===== config.mk =====
export PLATFORM = sky130hd
export DESIGN_NAME = stoe_ctrl
export DESIGN_NICKNAME = d
export VERILOG_FILES = /design/src/sv/stoe_pkg.sv /design/src/sv/stoe_ctrl.sv
export SDC_FILE = /design/constraint.sdc
export NUM_CORES = 1
export LEC_CHECK = 0
export CAP_MARGIN = 20
export CELL_PAD_IN_SITES_DETAIL_PLACEMENT = 1
export CELL_PAD_IN_SITES_GLOBAL_PLACEMENT = 1
export CORE_AREA = 4 4 41 43
export DETAILED_ROUTE_END_ITERATION = 7
export DIE_AREA = 0 0 45 47
export DONT_BUFFER_PORTS = 1
export GPL_TIMING_DRIVEN = 0
export PLACE_DENSITY = 0.4
export SYNTH_ARGS = -nofsm -noshare
export SYNTH_HDL_FRONTEND = slang
export SYNTH_SLANG_ARGS = --single-unit

===== constraint.sdc =====
create_clock -name clk -period 2.2 [get_ports clk]
set_input_delay 0.22 -clock clk [delete_from_list [all_inputs] [get_ports clk]]
set_output_delay 0.22 -clock clk [all_outputs]
set_load 0.005 [all_outputs]

===== src/sv/stoe_pkg.sv =====
// types and constants for the slot table allocator with oldest replacement
// no dependencies
package stoe_pkg;

  localparam int unsigned TAG_W       = 32;
  localparam int unsigned TIME_W      = 32;
  localparam int unsigned SLOT_INDEX_W = 7;

  typedef struct packed {
    logic [TAG_W-1:0]  chunk_tag;
    logic [TIME_W-1:0] load_time;
  } stoe_req_t;

  typedef struct packed {
    logic [SLOT_INDEX_W-1:0] slot_index;
    logic                    evicted;
    logic [TAG_W-1:0]        evicted_tag;
  } stoe_rsp_t;

  typedef enum logic [1:0] {
    S_IDLE,
    S_SCAN,
    S_DRAIN,
    S_FINISH
  } stoe_state_t;

  typedef struct packed {
    logic load_req;
    logic scan_rd;
    logic commit;
  } stoe_cmd_t;

  typedef struct packed {
    logic full;
    logic scan_end;
    logic out_free;
  } stoe_status_t;

endpackage


===== src/sv/stoe_ctrl.sv =====
// controller for the slot table allocator: accept, scan, commit sequencing
// depends on stoe_pkg
module stoe_ctrl
  import stoe_pkg::*;
(
  input  logic         clk,
  input  logic         rst,
  input  logic         req_valid,
  output logic         req_ready,
  input  stoe_status_t status,
  output stoe_cmd_t    cmd
);

  stoe_state_t state;
  stoe_state_t state_next;

  always_ff @(posedge clk) begin
    if (rst) begin
      state <= S_IDLE;
    end else begin
      state <= state_next;
    end
  end

  always_comb begin
    state_next = state;
    unique case (state)
      S_IDLE: begin
        if (req_valid) begin
          state_next = status.full ? S_SCAN : S_FINISH;
        end
      end
      S_SCAN: begin
        if (status.scan_end) begin
          state_next = S_DRAIN;
        end
      end
      S_DRAIN: begin
        state_next = S_FINISH;
      end
      S_FINISH: begin
        if (status.out_free) begin
          state_next = S_IDLE;
        end
      end
      default: state_next = S_IDLE;
    endcase
  end

  always_comb begin
    req_ready    = 1'b0;
    cmd.load_req = 1'b0;
    cmd.scan_rd  = 1'b0;
    cmd.commit   = 1'b0;
    unique case (state)
      S_IDLE: begin
        req_ready    = 1'b1;
        cmd.load_req = req_valid;
      end
      S_SCAN: begin
        cmd.scan_rd = 1'b1;
      end
      S_DRAIN: begin
      end
      S_FINISH: begin
        // hold until the output register can take the result
        cmd.commit = status.out_free;
      end
      default: begin
      end
    endcase
  end

endmodule


Yosys cells after proc, flatten, opt, wreduce, memory -nomap -nowiden

Index checks and enable logic that the tools add are counted.

Flip-flop bits (word level): 2
Input bits: 6
Output and inout bits: 4
Word-level logic and storage cells: 18

Equal/unequal tests: 6
Mux-type cells: 9
Reduce and logical (&&, ||, !) cells: 2

Operator list:

| kind                                                | number |
|---|---|
| two-way mux 2 bit                                   | 4 |
| one-hot mux 2 bit (4 select lines)                  | 1 |
| inequality test 2 bit, second input constant        | 3 |
| equality test 2 bit, second input constant          | 2 |
| two-way mux 1 bit                                   | 4 |
| AND reduction 3 bit                                 | 1 |
| equality test 2 x 1 -> 1 bit, second input constant | 1 |
| zero test 2 bit                                     | 1 |

Depth between registers and ports, before layout

Gate-level depths: netlist of run 1.

Depth after elaboration: 3
Depth in mapped cells: 5
Depth with buffers taken out: 5

Least setup slack after synthesis of run 1

OpenSTA, ideal clock, no wires.

Path kind: reg2reg
Start point: register state[0]
End point: register state[1]
Library setup time: 121 ps
Arrival: 1,121 ps
Required time: 2,079 ps
Path slack: 958 ps
Stages on the path, launching flop included: 6
Buffers on the path: 0
Cells stage by stage: dfxtp_1 -> inv_1 -> ha_1 -> nand2b_1 -> nand3_2 -> mux2_4

Word-level cells in the longest chain between the ends: 3

Ends and longest elaborated chain:

| element                                                    | RTL line        | text |
|---|---|---|
| start: declaration                                         | stoe_ctrl.sv:14 | `stoe_state_t state;` |
| start signal: assignment                                   | stoe_ctrl.sv:21 | `state <= state_next;` |
| equality test 2 x 1 -> 1 bit, or another cell as far along | stoe_ctrl.sv:27 | `unique case (state)` |
| inequality test 2 bit (no source line)                     | -               |  |
| AND reduction 3 bit (no source line)                       | -               |  |

Parallel ways exist; a longest one is shown, timed or not.
A chain may end at the register's enable or synchronous reset.

Worst setup path in the final report of run 1

Ends and elaborated chain as after synthesis.

==> results.cfg, run 1 <==
[run_status]
status = completed

[hold_path]
hold_path_end = state[0]
hp-class = in -> reg
whs_path_depth = 1
hold_start = rst

[synthesis]
synth_fa_ha_area_share_pct = 26.0
synth_largest_area_cell = ha_1
avgSynthCellArea_um2 = 9.18
synth_top_area_share_pct = 26.0
synth.ff_latch_count = 2
netlist_area_um2 = 193
synth_top_family_by_area = simple AND/OR/NAND/NOR gates
synth-xor-area-share_pct = 0
syn_inst = 21
synthMuxAreaShare_pct = 7.79
synth_compound_area_share_pct = 6.49
ys_seq_area_share_pct = 20.8
synth_area_leaders = ha_1, dfxtp_1, nand2b_1, mux2_4, and2_1
yosys.area_share.simple_pct = 35.1
syn_nets = 31
yosysWarnings = 0
synth.distinct_cells = 11

[routing]
drc = 0
viasPerCell = 3.90
ant_nets = 0
dr.pass1.iters = 4
post_drt_wl_per_cell_um = 10.6
drt_iter0_drc = 1
routed_wl_um = 412
routed-via-count = 152

[cts]
cts_sinks = 2
clk_path_buf_depth = 2
htreeDepth = 1
cts-resized-gates = 0
clock_latency_ps = 220
path_clk_slew_ps = 30
holdBufCountCts = 0
postCtsSetupRepairBufs = 0
cts_buffers = 3
ctsRootBufferMaster = clkbuf_4
cts_tree = built

[sta]
fin_skew_ps = 1.60
max_slew_margin_pct = 83.5
rsz0062_at_grt = no
final_max_slew_viol_count = 0
setup_viol = 0
finalCriticalPeriod_ps = 1350
timing.hold.ws_ps = 76.6
tightest_slew_ps = 244
fmax_mhz = 740
finalHoldViolCount = 0
setup_tns_ps = 0
fin_crit_sh_pct = 61.4

[global_routing]
grt_pass1_wl_um = 600
antenna_found_initial = 0
grt_overflow = 0
grt_max_degree = 7
grt_pass1_vias = 149
grt_util_all_layers_pct = 4.26

[layout]
regMostFlops = state
multiInputGateArea_um2 = 145
syn2layout_area_growth_pct = 21.4
final_util_pct = 18.0
nFillCells = 171
postLayoutCellArea_um2 = 234
mostFrequentLayoutCells = nand2b_1, ha_1, clkbuf_4
final_common_cell = nand2b_1
largest_register_ffs = 2
reg.largest.list = state x2
fin_nets = 36
layout-drive-gt1-share_pct = 20.8
final-seq-area_um2 = 40.0
diodes = 0

[floorplan]
die_w_um = 45
ios = 10
initial_utilization_pct = 14.8
dieArea_um2 = 2120
row_count = 13
dieHeight_um = 47
core_area_um2 = 1300

[critical_path]
reg2reg_to = state[1]
r2r_setup_slack_ps = 850
start_kind = flop
reg2reg_depth = 5
cp.required_ps = 2300
crit_type = reg -> reg
cp_data_arrival_time_ps = 1450
r2r_start = state[0]
cp_max_fo = 6
end_kind = flop

[job]
cap_violations = 0

[place]
routabilityCongestion = 0.622
place_area_um2 = 211
portBuffers = 0

[power]
vdd_drop_max_v = 0.000327
p_per_area_nw_per_um2 = 1380
p_leak_nw = 0.108
logic make-up after synthesis:
logic type      count (synthesis)
simple gates                   10
mux                             1
fa+ha+maj                       4
flops                           2
compound gates                  2
buf+inv                         2
worst max-delay path by stage:
stage | startpoint | to | slack (ps) | cells after the start
after floorplan | state[0] | state[1] | 960 | 5
after global placement | state[0] | state[1] | 840 | 5
after detailed placement | state[0] | state[1] | 840 | 5
after CTS | state[0] | state[1] | 820 | 5
after global routing | state[1] | cmd[2] | 780 | 3
final | state[0] | state[1] | 850 | 5
cells in the mapped netlist:
master    n
and2_1    2
dfxtp_1   2
ha_1      4
a211oi_1  1
nand2b_1  5
nor2_1    1
a21oi_1   1
nor4bb_1  1
inv_1     2
mux2_4    1
nand3_2   1
metrics by stage:
| stage | total power (W) | instances | setup WS (ps) |
|---|---|---|---|
| 2_1_floorplan | 0.000213 | 21 | 958 |
| 3_3_place_gp | 0.000246 | 36 | 844 |
| 3_5_place_dp | 0.000249 | 36 | 835 |
| 4_1_cts | 0.000336 | 39 | 823 |
| 5_1_grt | 0.000355 | 39 | 776 |
| 6_report | 0.000323 | 39 | 848 |
worst max-delay path, cell delays in order, from the launching register on:
cell,delay [ps]
dfxtp_1,350
inv_1,90
ha_1,280
nand2b_1,120
nand3_2,100
mux2_4,300
report_power, final:
part,internal (W),switching (W)
Combinational,0.0000808,0.0000927
Sequential,0.0000555,0.0000151
Clock,0.0000600,0.0000188
layer usage:
metal  part of all wire (%)  GRT usage [%]
met5                      0              0
met4                      0           5.26
met3                     12           1.92
met2                     45           5.65
met1                     43           4.52
area by class of cell:
cell class | instances | share of cell area [%]
multi-input cells | 17 | 62.0
flip-flops and latches | 2 | 17.1
clock buffers | 3 | 9.63
well taps | 15 | 8.02
inverters | 2 | 3.21
Note: power is estimated with default switching activity, not from simulation.
==> run 2: changes to the inputs <==
clock period = 1.4 ns   (was 2.2 ns; I/O delays follow)
==> run 2 against run 1 <==
- largest cell class unchanged
- non-clock buffer count rose by 1
- maximum frequency rose by 5.3%
- clock skew barely moved
- total power rose by 60%
- die area did not move
- critical path depth did not move
- sequential cell count did not move
==> results.cfg, run 2 (synthesized netlist as in run 1, its figures left out) <==
[run_status]
status = completed

[critical_path]
reg2reg_depth = 5
start_kind = flop
crit_type = reg -> reg
critPathCapture = state[1]
end_kind = flop
r2r_setup_slack_ps = 120
r2r_start = state[1]
cp_max_fo = 3
reg2reg_to = state[1]
crit_start = state[1]
cp_data_arrival_time_ps = 1390
cp.required_ps = 1500

[layout]
fin_nets = 37
final_common_cell = nand2b_1
postLayoutCellArea_um2 = 246
reg.largest.list = state x2
syn2layout_area_growth_pct = 27.9
diodes = 0
layout-drive-gt1-share_pct = 24.0
mostFrequentLayoutCells = nand2b_1, ha_1, clkbuf_4
largest_register_ffs = 2
fin_cells = 40
regMostFlops = state

[global_routing]
grt_max_degree = 7
grt_overflow = 0
grt_pass1_vias = 153
grt_pass1_wl_um = 600
antenna_found_initial = 0
grt_util_all_layers_pct = 4.26

[job]
cap_violations = 0

[sta]
finalHoldViolCount = 0
final_max_slew_viol_count = 0
timing.hold.ws_ps = 156
setup_tns_ps = 0
max_slew_margin_pct = 83.7
setup_viol = 0
fin_crit_sh_pct = 91.7
fmax_mhz = 779
finalCriticalPeriod_ps = 1280
fin_skew_ps = 1.51
tightest_slew_ps = 241

[floorplan]
dieArea_um2 = 2120
die_w_um = 45
initial_utilization_pct = 14.8
row_count = 13
dieHeight_um = 47
core_area_um2 = 1300
ios = 10

[place]
place_area_um2 = 211
routabilityCongestion = 0.622
placedCellCount = 36
portBuffers = 0

[routing]
routed.top_layer = met3
wl_met1_um = 160
drt_iter0_drc = 0
dr.pass1.iters = 1
post_drt_wl_per_cell_um = 10.7
route.met3.wl_um = 53
wl_met2_um = 212
drc = 0
viasPerCell = 3.88
routed_wl_um = 426
ant_nets = 0
routed-via-count = 155

[power]
vdd_drop_max_v = 0.000352
p_leak_nw = 0.111
p_per_area_nw_per_um2 = 2100

[cts]
path_clk_slew_ps = 30
clock_latency_ps = 220
postCtsSetupRepairBufs = 0
clk_path_buf_depth = 2
ctsRootBufferMaster = clkbuf_4
cts_buffers = 3
cts_tree = built
cts_sinks = 2
htreeDepth = 1

[hold_path]
hp-class = in -> reg
run 2: cell types whose count changed in the layout (fill, tap and decap cells not counted), sizes merged:
cell / change
dlygate4sd3: +1
run 2: repair_timing:
action | 4_1_cts | 5_1_grt
endpoints found under the hold margin | 1 | 0
gates resized for setup | 0 | 1
endpoints found under the setup margin | 0 | 1
hold buffers | 1 | 0
run 2: worst min-delay path by stage:
stage | from | end | slack, ps | cells past startpoint
floorplan | rst | state[0] | 210 | 1
global placement | rst | state[0] | 220 | 1
detailed placement | rst | state[0] | 220 | 1
CTS | rst | state[1] | 150 | 2
global route | rst | state[1] | 160 | 2
finish | rst | state[1] | 160 | 2
run 2: cell type report:
cell class | instances | area (um^2)
inverter | 2 | 7.51
tap | 15 | 18.8
fill | 172 | 1050
sequential | 2 | 40.0
timing repair buffer | 1 | 10.0
multi-input combinational | 17 | 148
clock buffer | 3 | 22.5
run 2: worst max-delay path, stage by stage (launching register included):
cell and delay (ps):
dfxtp_1 350, inv_1 90, ha_1 220, nand2b_1 110, nand3_2 90, mux2_4 300
run 2: power breakdown:
group | switching [W] | internal, W | total [W]
sequential | 0.0000237 | 0.0000872 | 0.000111
combinational | 0.000146 | 0.000135 | 0.000281
clock | 0.0000305 | 0.0000943 | 0.000125
total | 0.000200 | 0.000317 | 0.000517
run 2: routing by layer:
layer | up-vias | track usage [%]
met5 | - | 0
met1 | 72 | 4.30
li1 | 77 | -
met3 | 0 | 2.30
met4 | 0 | 5.26
met2 | 6 | 5.65
run 2: through the flow:
| step | power [W] | setup WS [ps] | util [%] |
|---|---|---|---|
| floorplan | 0.000335 | 158 | - |
| global placement | 0.000387 | 44.4 | 16.3 |
| detailed placement | 0.000392 | 35.0 | 16.3 |
| CTS | 0.000530 | 22.9 | 18.8 |
| global route | 0.000576 | -4.78 | 18.9 |
| finish | 0.000517 | 117 | 18.9 |
==> run 3: changes to the inputs <==
ABC_AREA = 1   (was not set)
GPL_TIMING_DRIVEN = not set   (was 0)
PLACE_DENSITY = 0.43   (was 0.4)
==> run 3 against run 2 <==
- first-iteration DRC count is 2 higher
- worst hold slack worse by 77 ps
- cell area is 1.0% lower
- global-route usage is 1.3 points higher
- non-clock buffer count is 1 lower
- register-to-register slack better by 80 ps
- die area stayed put
- core utilization is 0.19 points lower
- clock-buffer cell count stayed put
- total power is 2.8% higher
- clock skew is 1.6 ps higher
- critical path type unchanged
- highest routed layer unchanged
==> results.cfg, run 3 <==
[global_routing]
use_met1_pct = 6.56
top_usage_layer = met2
antenna_found_initial = 0
grt_pass1_vias = 194
grt_util_all_layers_pct = 5.60
grt_pass1_wl_um = 786
grt_util_met2_pct = 6.78
grt_max_degree = 6
gr-usage-met3_pct = 3.45
grt_overflow = 0

[power]
p_per_area_nw_per_um2 = 2180
vdd_drop_max_v = 0.000451
p_leak_nw = 0.153
total_power_w = 0.000532

[layout]
diodes = 0
syn2layout_area_growth_pct = 20.4
regMostFlops = state
layout-drive-gt1-share_pct = 17.1
reg.largest.list = state x2
fin_nets = 47
postLayoutCellArea_um2 = 244
largest_register_ffs = 2
final_common_cell = inv_1
final_util_pct = 18.8
mostFrequentLayoutCells = inv_1, nand2_1, nor2_1, ha_1, clkbuf_4

[synthesis]
synth_commonest_cells = inv_1, nand2_1, ha_1, nor2_1
yosysWarnings = 0
syn_inst = 32
yosysMostFrequentCell = inv_1
synth_edf_count = 0
synth_area_leaders = ha_1, dfxtp_1, inv_1, nand2_1, nor2_1
avgSynthCellArea_um2 = 6.33
synth-main-ff-cell = dfxtp_1
async_reset_ff_share_pct = 0
synth.ff_latch_count = 2
netlist_area_um2 = 203
synth_top_area_share_pct = 24.7
syn_nets = 42
synth_largest_area_cell = ha_1
ys_seq_area_share_pct = 19.8
synth.distinct_cells = 9

[run_status]
status = completed

[critical_path]
crit_type = reg -> reg
cp_max_fo = 5
start_kind = flop
cp.required_ps = 1520
cp_data_arrival_time_ps = 1320
end_kind = flop

[cts]
clock_latency_ps = 220
ctsRootBufferMaster = clkbuf_4
cts_buffers = 3
postCtsSetupRepairBufs = 0
path_clk_slew_ps = 30
htreeDepth = 1
holdBufCountCts = 0
cts-resized-gates = 0
cts_sinks = 2
clk_path_buf_depth = 2
cts_tree = built

[floorplan]
row_count = 13
die_w_um = 45
initial_utilization_pct = 15.6
dieHeight_um = 47
core_area_um2 = 1300
dieArea_um2 = 2120
ios = 10

[sta]
tightest_slew_ps = 189
fin_crit_sh_pct = 85.7
setup_viol = 0
fin_skew_ps = 3.12
final_max_slew_viol_count = 0
fmax_mhz = 833
finalHoldViolCount = 0
finalCriticalPeriod_ps = 1200
setup_tns_ps = 0
rsz0062_at_grt = no
max_slew_margin_pct = 87.4

[routing]
routed_wl_um = 437
drc = 0
drt_iter0_drc = 2
ant_nets = 0
dr.pass1.iters = 2
post_drt_wl_per_cell_um = 8.74
routed-via-count = 186
viasPerCell = 3.72

[place]
routabilityCongestion = 0.654
dp_hpwl_um = 377
portBuffers = 0
place_area_um2 = 221

[hold_path]
hp-class = in -> reg

[job]
cap_violations = 0
==> run 3: changes by cell type in the layout (fill, tap and decap cells not counted), sizes merged <==
cell         before  now
nand2             0   10
inv               2    9
nand2b            5    0
nor2              1    4
and2              2    0
a211oi            1    0
a21oi             1    0
dlygate4sd3       1    0
mux2              1    0
nor4bb            1    0
o21ai             0    1
or2               0    1
==> run 3: report_power, final <==
group	internal, W	total, W	leakage (nW)	switching [W]
combinational	0.000110	0.000291	0.122	0.000181
clock	0.0000947	0.000129	0.0138	0.0000338
sequential	0.0000876	0.000112	0.0167	0.0000244
==> run 3: cell families (layout without fill, tap and decap cells) <==
group                      after synthesis  after routing  synth area share (%)
AOI/OAI and AO/OA                        1              1                  2.47
buffers and inverters                    9             12                  16.7
DFF                                      2              2                  19.8
adders and majority gates                4              4                  24.7
and+or+nand+nor                         16             16                  36.4
==> run 3: per-stage QoR <==
| stage | setup WS, ps | instances | hold WS, ps |
|---|---|---|---|
| 2_1_floorplan | 290 | 32 | 295 |
| 4_1_cts | 162 | 50 | 72.6 |
| 3_5_place_dp | 172 | 47 | 319 |
| 6_report | 200 | 50 | 78.8 |
| 5_1_grt | 67.3 | 50 | 96.8 |
| 3_3_place_gp | 177 | 47 | 303 |
==> run 3: layout make-up <==
class / instances / area (um^2)
clock buffers: 3 / 22.5
inverters: 9 / 33.8
multi-input cells: 21 / 129
flip-flops and latches: 2 / 40.0
fillers: 173 / 1060
well taps: 15 / 18.8
==> run 3: path summary, 6_finish.rpt <==
kind                            slack (ps)        to  cells past startpoint  startpoint
worst max-delay path                   200  state[0]                      5    state[0]
worst min-delay path                    80  state[0]                      3         rst
worst max register to register         200  state[0]                      5    state[0]
worst min register to register         610  state[0]                      4    state[0]
==> run 3: layer usage <==
metal | wire length (um) | vias to the layer above
met2 | 188 | 8
met1 | 215 | 81
met5 | 0 | -
met4 | 0 | 0
met3 | 32 | 0
li1 | - | 97
==> run 3: critical path, cell delays in order, from the launching register on <==
cell and delay, ps:
dfxtp_1 350, inv_1 90, ha_1 270, or2_0 240, nor2_1 100, nor2_1 50
